--- config.mk ---
export PLATFORM = sky130hd
export DESIGN_NAME = sgma_calc
export DESIGN_NICKNAME = d
export VERILOG_FILES = /design/src/hw/rtl/sgma_pkg.sv /design/src/hw/rtl/sgma_calc.sv
export SDC_FILE = /design/constraint.sdc
export NUM_CORES = 1
export LEC_CHECK = 0
export BUFFER_PORTS_ARGS = -buffer_cell sky130_fd_sc_hd__buf_4
export CAP_MARGIN = 20
export CORE_MARGIN = 5
export CORE_UTILIZATION = 25
export DETAILED_ROUTE_END_ITERATION = 10
export PLACE_DENSITY = 0.52
export SYNTH_ARGS = -nofsm -noshare
export SYNTH_HDL_FRONTEND = slang
export SYNTH_SLANG_ARGS = --single-unit
export TNS_END_PERCENT = 30
--- constraint.sdc ---
create_clock -name clk -period 7.55 [get_ports clk]
set_clock_uncertainty 0.05 [all_clocks]
set_input_delay 1.1325 -clock clk [delete_from_list [all_inputs] [get_ports clk]]
set_output_delay 1.1325 -clock clk [all_outputs]
set_load 0.05 [all_outputs]
--- src/hw/rtl/sgma_pkg.sv ---
package sgma_pkg;

  localparam int unsigned MAX_WIDTH_DEF  = 1024;
  localparam int unsigned MAX_HEIGHT_DEF = 4096;

  localparam int unsigned PIX_W   = 8;
  localparam int unsigned GRAD_W  = 11;
  localparam int unsigned MAG_W   = 8;
  localparam int unsigned ANG_W   = 13;
  localparam int unsigned LW_W    = 11;
  localparam int unsigned FH_W    = 13;
  localparam int unsigned APB_AW  = 3;
  localparam int unsigned APB_DW  = 32;

  // CORDIC datapath
  localparam int unsigned CXY_W   = 26;
  localparam int unsigned CZ_W    = 24;
  localparam int unsigned SQ_W    = 22;
  localparam int unsigned CSTEPS  = 16;
  localparam logic signed [CZ_W-1:0] PI_Q20 = 24'sd3294199;
  localparam logic signed [ANG_W:0]  ANG_MAX = 14'sd3217;
  localparam logic signed [ANG_W:0]  ANG_MIN = -14'sd3217;
  localparam logic signed [ANG_W-1:0] ANG_PI   = 13'sd3217;
  localparam logic signed [ANG_W-1:0] ANG_HALF = 13'sd1609;

  // register map
  localparam logic REG_LINE_WIDTH   = 1'b0;
  localparam logic REG_FRAME_HEIGHT = 1'b1;
  localparam logic [LW_W-1:0] LW_RESET = 11'd512;
  localparam logic [FH_W-1:0] FH_RESET = 13'd512;

  typedef struct packed {
    logic                    done;
    logic [MAG_W-1:0]        magnitude;
    logic signed [ANG_W-1:0] angle;
  } sgma_calc_res_t;

  function automatic logic signed [CZ_W-1:0] atan_q20(input logic [3:0] i);
    logic signed [CZ_W-1:0] v;
    case (i)
      4'd0:  v = 24'sd823550;
      4'd1:  v = 24'sd486170;
      4'd2:  v = 24'sd256879;
      4'd3:  v = 24'sd130396;
      4'd4:  v = 24'sd65451;
      4'd5:  v = 24'sd32757;
      4'd6:  v = 24'sd16383;
      4'd7:  v = 24'sd8192;
      4'd8:  v = 24'sd4096;
      4'd9:  v = 24'sd2048;
      4'd10: v = 24'sd1024;
      4'd11: v = 24'sd512;
      4'd12: v = 24'sd256;
      4'd13: v = 24'sd128;
      4'd14: v = 24'sd64;
      4'd15: v = 24'sd32;
      default: v = '0;
    endcase
    return v;
  endfunction

endpackage

--- src/hw/rtl/sgma_calc.sv ---
module sgma_calc import sgma_pkg::*; (
  input  logic                     clk,
  input  logic                     rst_n,
  input  logic                     start,
  input  logic signed [GRAD_W-1:0] gx,
  input  logic signed [GRAD_W-1:0] gy,
  output sgma_calc_res_t           res
);
  typedef enum logic [3:0] {
    C_IDLE = 4'b0001,
    C_SQ   = 4'b0010,
    C_ITER = 4'b0100,
    C_FIN  = 4'b1000
  } calc_state_t;

  calc_state_t state_r, state_nxt;
  logic signed [GRAD_W-1:0] gx_r, gy_r;
  logic signed [CXY_W-1:0]  x_r, y_r, x_nxt, y_nxt;
  logic signed [CZ_W-1:0]   z_r, z_nxt;
  logic [SQ_W-1:0]          sq_r;
  logic [MAG_W-1:0]         rt_r, rt_nxt;
  logic [3:0]               i_r;
  logic                     done_r;
  logic [MAG_W-1:0]         mag_r;
  logic signed [ANG_W-1:0]  ang_r, ang_nxt;
  logic [MAG_W-1:0]         mag_nxt;

  logic [GRAD_W-1:0]        ax, ay;
  logic signed [2*GRAD_W-1:0] sqx, sqy;
  logic signed [CXY_W-1:0]  dx, dy;
  logic [MAG_W-1:0]         tb, tt;
  logic [2*MAG_W-1:0]       tsq;
  logic signed [CZ_W-1:0]   zf;
  logic signed [CZ_W-1:0]   zr;
  logic signed [ANG_W:0]    q;

  assign ax  = gx[GRAD_W-1] ? GRAD_W'(-gx) : gx;
  assign ay  = gy[GRAD_W-1] ? GRAD_W'(-gy) : gy;
  assign sqx = gx_r * gx_r;
  assign sqy = gy_r * gy_r;

  // one vectoring step and, while i_r[3] is low, one root digit per cycle
  always_comb begin
    dx = y_r >>> i_r;
    dy = x_r >>> i_r;
    if (!y_r[CXY_W-1]) begin
      x_nxt = x_r + dx;
      y_nxt = y_r - dy;
      z_nxt = z_r + atan_q20(i_r);
    end else begin
      x_nxt = x_r - dx;
      y_nxt = y_r + dy;
      z_nxt = z_r - atan_q20(i_r);
    end
    tb  = (i_r[3]) ? '0 : (MAG_W'(8'd128) >> i_r[2:0]);
    tt  = rt_r | tb;
    tsq = tt * tt;
    rt_nxt = (!i_r[3] && (SQ_W'(tsq) <= sq_r)) ? tt : rt_r;
  end

  always_comb begin
    zf = gx_r[GRAD_W-1] ? (PI_Q20 - z_r) : z_r;
    zr = gy_r[GRAD_W-1] ? -zf : zf;
    q  = (ANG_W+1)'((zr + CZ_W'(512)) >>> 10);
    if (gx_r == '0 && gy_r == '0) begin
      ang_nxt = '0;
    end else if (gy_r == '0) begin
      ang_nxt = gx_r[GRAD_W-1] ? ANG_PI : '0;
    end else if (gx_r == '0) begin
      ang_nxt = gy_r[GRAD_W-1] ? -ANG_HALF : ANG_HALF;
    end else if (q > ANG_MAX) begin
      ang_nxt = ANG_MAX[ANG_W-1:0];
    end else if (q < ANG_MIN) begin
      ang_nxt = ANG_MIN[ANG_W-1:0];
    end else begin
      ang_nxt = q[ANG_W-1:0];
    end
    mag_nxt = (sq_r >= SQ_W'(65536)) ? '1 : rt_r;
  end

  always_comb begin
    state_nxt = state_r;
    case (state_r)
      C_IDLE:  if (start) state_nxt = C_SQ;
      C_SQ:    state_nxt = C_ITER;
      C_ITER:  if (i_r == 4'(CSTEPS-1)) state_nxt = C_FIN;
      C_FIN:   state_nxt = C_IDLE;
      default: state_nxt = C_IDLE;
    endcase
  end

  always_ff @(posedge clk) begin
    if (!rst_n) begin
      state_r <= C_IDLE;
      done_r  <= 1'b0;
    end else begin
      state_r <= state_nxt;
      done_r  <= (state_r == C_FIN);
    end
  end

  always_ff @(posedge clk) begin
    case (state_r)
      C_IDLE: begin
        if (start) begin
          gx_r <= gx;
          gy_r <= gy;
          x_r  <= CXY_W'({ax, 12'b0});
          y_r  <= CXY_W'({ay, 12'b0});
          z_r  <= '0;
          rt_r <= '0;
          i_r  <= '0;
        end
      end
      C_SQ: begin
        sq_r <= SQ_W'(sqx) + SQ_W'(sqy);
      end
      C_ITER: begin
        x_r  <= x_nxt;
        y_r  <= y_nxt;
        z_r  <= z_nxt;
        rt_r <= rt_nxt;
        i_r  <= i_r + 4'd1;
      end
      C_FIN: begin
        mag_r <= mag_nxt;
        ang_r <= ang_nxt;
      end
      default: ;
    endcase
  end

  assign res.done      = done_r;
  assign res.magnitude = mag_r;
  assign res.angle     = ang_r;
endmodule

Word-level counts from Yosys, hierarchy flattened. Memory sizes are Yosys's and may differ from the RTL's. A register that Yosys moved wholly into a read port is not among the register bits. Cells that the tools add are included.

Multiply operators: 3. Reduce and logical (&&, ||, !) cells: 10. Eq/ne operators: 8. Bitwise gates (word level): 1. Magnitude comparators: 4. Add/subtract/negate cells: 13. Divide/modulo/power cells: 0. Shift-type cells: 3. Multiplexer cells: 32.

Operators by type and width (count): 2-to-1 mux 24 bit (6); 2-to-1 mux 26 bit (4); case mux 26 bit (2 select lines) (2); 2-to-1 mux 13 bit (5); adder 26 bit (2); >>> shifter 26 x 4 -> 26 bit (2); subtractor 26 bit (2); case mux 24 bit (2 select lines) (1); multiplier 11 x 11 -> 22 bit (2); adder 24 x 11 -> 24 bit (second input constant) (1); adder 24 bit (1); 2-to-1 mux 8 bit (3); negation 24 bit (1); subtractor 23 x 24 -> 24 bit (first input constant) (1); subtractor 24 bit (1); adder 22 bit (1); >= comparator 22 x 17 -> 1 bit (second input constant) (1); <= comparator 16 x 22 -> 1 bit (1); zero test 11 bit (2); 2-to-1 mux 11 bit (2); negation 11 bit (2); 2-to-1 mux 4 bit (5); multiplier 8 x 8 -> 16 bit (1); case mux 8 bit (2 select lines) (1); 18 further kinds (24).

Flip-flop bits (word level): 158. Bits of input ports: 25. Latch bits: 0. Memory bits (read-only): 640. RAM bits: 0. Logic and storage cells: 88. Memories kept: 2.

Memory list: (name not given) (depth 16, width 20, read ports 1, clocked after memory_dff 1, wr ports 0, RTL line sgma_pkg.sv:40) `case (i)`; (name not given) (depth 16, width 20, read ports 1, clocked after memory_dff 1, wr ports 0, RTL line sgma_pkg.sv:40).

Longest topological paths before layout. Gate-level depths: netlist of the first run.

Depth in word-level cells: 10. Depth in mapped cells: 35.

Least setup slack after synthesis of the first run. OpenSTA, ideal clock, no wires.

Path type: flip-flop to flip-flop. Start: register gy_r[10]. End: register sq_r[20], data pin. Slack: -0.174 ns. Arrival time: 7.417 ns. Cell stages (with the launch flop): 28. Setup time: 0.258 ns. Path buffers: 5. Cell sequence: edfxtp_1 -> clkbuf_1 -> clkbuf_1 -> clkbuf_1 -> clkbuf_1 -> clkbuf_1 -> nand2_1 -> inv_1 -> fa_1 -> inv_1 -> fa_1 -> fa_1 -> fa_1 -> fa_1 -> inv_1 -> fa_1 -> fa_1 -> ha_1 -> inv_1 -> o21bai_1 -> a21oi_1 -> o21bai_1 -> a21oi_1 -> o21ai_0 -> a211oi_1 -> o21bai_1 -> a21oi_1 -> xnor2_1.

Cells in the longest elaborated chain, start to end: 2.

Ends and longest elaborated chain: from (decl) (RTL line sgma_calc.sv:17) `logic signed [GRAD_W-1:0] gx_r, gy_r;`; from (signal assigned) (RTL line sgma_calc.sv:107) `gy_r <= gy;`; multiplier 11 x 11 -> 22 bit (RTL line sgma_calc.sv:40) `assign sqy = gy_r * gy_r;`; adder 22 bit (RTL line sgma_calc.sv:116) `sq_r <= SQ_W'(sqx) + SQ_W'(sqy);`; to (signal assigned) (RTL line sgma_calc.sv:116); to (decl) (RTL line sgma_calc.sv:20) `logic [SQ_W-1:0] sq_r;`.

No other way between the ends. A chain may end at the register's enable or synchronous reset.

Worst setup path after layout of the first run.
Start: register gx_r[5]. End: register sq_r[20], data pin.

Cells in the longest elaborated chain, start to end: 2.

Ends and longest elaborated chain: from (decl) (RTL line sgma_calc.sv:17); from (signal assigned) (RTL line sgma_calc.sv:106) `gx_r <= gx;`; multiplier 11 x 11 -> 22 bit (RTL line sgma_calc.sv:39) `assign sqx = gx_r * gx_r;`; adder 22 bit (RTL line sgma_calc.sv:116).

No other way between the ends.

==> summary.txt, run 1 <==
PostCTS Resize Cnt: 0
die footprint: 0.109 mm2
detailed-placement wirelength estimate: 53.1 mm
Cell Count, Final, Fillers Out: 4,162
GR peak layer: met2
die width: 331 um
post-synth cell types: 95
Avg Vias per Cell: 4.57
area of the multi-input gates: 0.0187 mm2
Core Box Area: 0.102 mm2
largest net degree at the start of global routing: 67
routability-driven placement congestion ratio: 0.832
Tot GR Track Use: 12.2%
DR iter-0 viols: 1,320
ys async rst share: 0%
Syn Area/Cell: 9.28 um2
status: complete, no violations
vias in the first global route: 19.1k
clk slew on worst S/H paths: 0.09 ns
CTS hold repair buffers: 0
Worst-Margin Slew: 0.934 ns
row count: 117
number of flops mapped to enable cells by yosys: 153
grt met3 use: 1.37%
worst hold path type: reg -> reg
Slew HR: 37.7%
GR Layer Usage met1: 17.5%
worst skew pair latency: 0.49 ns
WP data required: 7.74 ns
CP Data Arrival Time: 7.23 ns
total gr overflow: 0
Post-synth top flop: edfxtp_1
Final Cycle Share: 93.3%
drt first pass iters: 5
number of setup violations in the final report: 0
Critical Path Max Stage Delay: 0.53 ns
Buffers & Inverters on Critical Path: 4
htree depth: 4
FILL cells: 10.8k
routing usage on met2: 19.8%
TritonCTS clock tree: built
Area Overhead vs Synth: 10.4%
register area share after synthesis: 19.8%
CP most frequent cell: fa_1
CTS Root Cell: clkbuf_16
WL/cell: 15.6 um
Die Ht: 331 um
most common cell after layout, fill and taps aside: inv_1
Gate Count Post-Synth: 2,768
commonest non-fill, non-tap cells in the layout: inv_1 (402), fa_1 (264), nor2_1 (241)
clock tree buffer depth: 2
fin area: 0.0284 mm2
Ports: 47
Setup crit start kind: flop
Slew Viols, Final: 0
Num CTS Buffers: 17
Max Cap Violations: 0
port bufs: 46
Starting Density: 25.2%
Post-CTS Setup Inserts: 0
synthesis-stage register bit count: 178
CTS sink cnt: 178
placed cell area: 0.0277 mm2
Placed Cells: 4,129
share of cells above drive strength 1: 8.52%
Total Wirelength: 64.9 mm
vias: 19.0k
Critical Path Sink Type: flop
final hold viol count: 0
Slowest cell on crit path: fa_1
initial antenna violation count: 1
Setup CP Type: reg -> reg
fin crit period: 7.04 ns
DRC errors left: 0
fmax: 142 MHz
register area: 0.00509 mm2
DRT antenna net count: 0
Synth Warn #: 0
delay-heaviest family, CP: adder cells
first-pass GRT wire length: 106 mm
Synth Cell Area: 0.0257 mm2
CP max FO: 10
Nets: 3,289
## cells in the mapped netlist, types with 5 or more instances
cell	count	area (um2)
a211o_1	5	43.8
a211oi_1	14	105
a21o_1	39	293
a21oi_1	153	766
a31oi_1	25	156
a41o_1	5	50.1
a41oi_1	7	61.3
and2_1	62	388
and3_1	31	194
buf_1	20	75.1
buf_2	10	50.1
clkbuf_1	67	251
dfxtp_1	25	500
edfxtp_1	153	4590
fa_1	264	5290
ha_1	220	2750
inv_1	405	1520
mux2_2	10	113
mux2i_1	19	190
mux4_1	10	263
mux4_2	46	1040
nand2_1	212	796
nand2b_1	26	163
nand3_1	43	215
nand4_1	15	93.8
nor2_1	241	905
nor2b_1	25	156
nor3_1	52	260
nor3b_1	10	75.1
nor4_1	13	81.3
nor4b_1	5	43.8
o2111ai_1	5	43.8
o211ai_1	11	82.6
o21a_1	15	113
o21ai_0	111	556
o21bai_1	24	180
o22ai_1	10	62.6
o31ai_1	12	90.1
o41ai_1	5	43.8
or2_2	14	87.6
or3_1	13	81.3
or4_1	6	45.0
xnor2_1	165	1450
xor2_1	61	534
## stage by stage
step / TNS [ns] / hold slack [ns] / utilization (%) / setup WS, ns
2_1_floorplan: 0 / 0.444 / - / 0.0590
4_1_cts: 0 / 0.551 / 27.8 / 0.314
6_report: 0 / 0.537 / 27.8 / 0.508
3_5_place_dp: 0 / 0.529 / 27.2 / 0.348
5_1_grt: -0.0167 / 0.553 / 27.8 / -0.0167
3_3_place_gp: 0 / 0.531 / 27.2 / 0.416
## cells by family (layout without fill, tap and decap cells)
| logic type | Yosys count | after routing | share of synthesized area [%] |
|---|---|---|---|
| simple gates | 801 | 801 | 15.2 |
| buf+inv | 511 | 535 | 7.74 |
| fa+ha+maj | 484 | 484 | 31.3 |
| compound gates | 481 | 481 | 11.9 |
| xor+xnor | 227 | 227 | 7.80 |
| flops | 178 | 178 | 19.8 |
| mux | 85 | 85 | 6.24 |
| other cells | 1 | 3 | 0.0146 |
## layout make-up
class	instances	area share (%)
clock buffers	17	1.50
flip-flops and latches	178	18.0
multi-input cells	2080	65.8
well taps	1368	6.04
clock inverters	15	0.666
repair buffers	97	2.61
diodes	1	0.00883
inverters	406	5.41
## per-layer routing
layer,up-vias,routed length (um)
met4,0,1100
met1,9300,31700
met2,300,29800
li1,9392,-
met5,-,0
met3,44,2280
## final timing paths
check | cells past startpoint | slack (ns) | endpoint | start
hold / removal | 1 | 0.54 | mag_r[6] | rt_r[6]
hold reg to reg | 1 | 0.54 | mag_r[6] | rt_r[6]
setup / recovery | 26 | 0.51 | sq_r[20] | gx_r[5]
setup reg to reg | 26 | 0.51 | sq_r[20] | gx_r[5]
Power of run 1 is not shown: default switching activity piles up to over one toggle a cycle in this logic, so the estimate is an artifact.
==> inputs of run 2 (changes only) <==
--- a/config.mk
+++ b/config.mk
@@ -9,8 +9,8 @@
 export CAP_MARGIN = 20
 export CORE_MARGIN = 5
 export CORE_UTILIZATION = 25
+export CTS_CLUSTER_SIZE = 25
 export DETAILED_ROUTE_END_ITERATION = 10
-export PLACE_DENSITY = 0.52
 export SYNTH_ARGS = -nofsm -noshare
 export SYNTH_HDL_FRONTEND = slang
 export SYNTH_SLANG_ARGS = --single-unit
==> run 2 against run 1 <==
Sequential share of layout area hardly changed. Setup slack got worse by 0.13 ns. Wire length fell by 3.0%. First-iteration DRC count decreased by 13%. Clock-buffer cell count is the same. Register-to-register slack worse by 0.13 ns. Flip-flop and latch count did not move. Hold slack lost 0.022 ns. Non-clock buffer count down 4. Core utilization about the same. Fmax fell by 1.8%. Critical path depth unchanged. Critical path type unchanged. Highest routed layer unchanged.
==> summary.txt, run 2 (synthesized netlist as in run 1, its figures left out) <==
Core Box Area: 0.102 mm2 (unchanged)
CP max FO: 6 (-4)
largest net degree at the start of global routing: 67 (unchanged)
row count: 117 (unchanged)
Area Overhead vs Synth: 10.2%
Nets: 3,285 (-0.12%)
WL/cell: 15.1 um (-2.9%)
Tot GR Track Use: 11.8% (-0.43 points)
first-pass GRT wire length: 103 mm (-2.5%)
Placed Cells: 4,125 (-0.097%)
CP most frequent cell: fa_1
die footprint: 0.109 mm2 (unchanged)
drt first pass iters: 5 (unchanged)
Max Cap Violations: 0 (unchanged)
Avg Vias per Cell: 4.66 (+1.9%)
Total Wirelength: 63.0 mm (-3.0%)
Ports: 47 (unchanged)
RSZ-0062 raised after global routing: false
FF-to-FF Start: gx_r[6]
Slew HR: 36.5% (-1.2 points)
Critical Path Max Stage Delay: 0.57 ns (+0.04 ns)
setup TNS: 0 ns (unchanged)
final hold viol count: 0 (unchanged)
WP data required: 7.75 ns (about the same)
clk slew on worst S/H paths: 0.09 ns (about the same)
Num CTS Buffers: 17 (unchanged)
worst hold path type: reg -> reg
fin worst setup slack: 0.378 ns (-0.130 ns)
Final Cycle Share: 95.0% (+1.7 points)
number of setup violations in the final report: 0 (unchanged)
detailed-placement wirelength estimate: 50.9 mm (-4.2%)
port bufs: 46 (unchanged)
worst r2r path cells: 26 (unchanged)
status: complete, no violations
TritonCTS clock tree: built
Critical Path Sink Type: flop
FF-to-FF End: sq_r[20]
Setup CP Type: reg -> reg
setup slack, reg-to-reg: 0.38 ns (-0.13 ns)
CP Data Arrival Time: 7.37 ns (+0.14 ns)
Starting Density: 25.2% (unchanged)
routability-driven placement congestion ratio: 0.844 (+1.4%)
share of cells above drive strength 1: 8.35% (-0.17 points)
most common cell after layout, fill and taps aside: inv_1
fmax: 139 MHz (-1.8%)
CTS sink cnt: 178 (unchanged)
vias: 19.4k (+1.8%)
CTS Root Cell: clkbuf_16
Slowest cell on crit path: fa_1
total gr overflow: 0 (unchanged)
initial antenna violation count: 4 (+3)
vias in the first global route: 19.5k (+1.8%)
Slew Viols, Final: 0 (unchanged)
commonest non-fill, non-tap cells in the layout: inv_1 (401), fa_1 (264), nor2_1 (241)
die width: 331 um (unchanged)
FILL cells: 10.9k (+0.21%)
crit path to: sq_r[20]
worst skew pair latency: 0.49 ns (about the same)
Setup crit start kind: flop
DP Worst Slack: 0.246 ns (-0.102 ns)
clock tree buffer depth: 2 (unchanged)
Critical path origin: gx_r[6]
DR iter-0 viols: 1,154 (-13%)
Die Ht: 331 um (unchanged)
fin crit period: 7.17 ns (+0.130 ns)
htree depth: 4 (unchanged)
Worst-Margin Slew: 0.952 ns (+0.0174 ns)
DRT antenna net count: 0 (unchanged)
Cell Count, Final, Fillers Out: 4,159 (-0.072%)
DRC errors left: 0 (unchanged)
run 2: worst max-delay path, delay by kind of cell, from the launching register on:
family / cells / cell delay, ns
simple gates: 1 / 0.10
buf+inv: 5 / 0.38
fa+ha+maj: 8 / 3.89
flops: 1 / 0.41
xor+xnor: 1 / 0.08
compound gates: 11 / 2.02
run 2: routing by layer:
layer,part of all wire (%),track usage (%)
met5,0,0
met4,2.3,3.71
met3,4.7,1.77
met2,47,19.2
met1,47,16.2
run 2: layout make-up:
| class | instances | area (um2) | share of cell area (%) |
|---|---|---|---|
| diodes | 2 | 5.00 | 0.0177 |
| clock inverters | 15 | 194 | 0.685 |
| clock buffers | 17 | 425 | 1.50 |
| well taps | 1368 | 1710 | 6.05 |
| repair buffers | 93 | 698 | 2.47 |
| multi-input cells | 2080 | 18600 | 65.9 |
| flip-flops and latches | 178 | 5090 | 18.0 |
| inverters | 406 | 1530 | 5.41 |
run 2: repair_timing:
item / in CTS / in global routing
gates resized for setup: 0 / 6
endpoints found under the hold margin: 0 / 0
buffers inserted: 0 / 0
hold buffers: 0 / 0
endpoints found under the setup margin: 0 / 3
run 2: worst min-delay path by stage:
stage | from | end | slack [ns] | cells past startpoint
floorplan | state_r[3] | state_r[0] | 0.44 | 1
global placement | rt_r[0] | mag_r[0] | 0.51 | 1
detailed placement | rt_r[7] | mag_r[7] | 0.51 | 1
CTS | rt_r[7] | mag_r[7] | 0.52 | 1
global route | rt_r[7] | mag_r[7] | 0.55 | 1
finish | rt_r[7] | mag_r[7] | 0.51 | 1
run 2: per-stage QoR:
step,utilization [%],cell area [um2],hold WS [ns]
final,27.8,28300,0.515
after global routing,27.8,28300,0.545
after CTS,27.8,28300,0.521
after detailed placement,27.2,27700,0.510
after global placement,27.2,27700,0.511
after floorplan,-,25700,0.444
Power of run 2 is left out for the same reason.
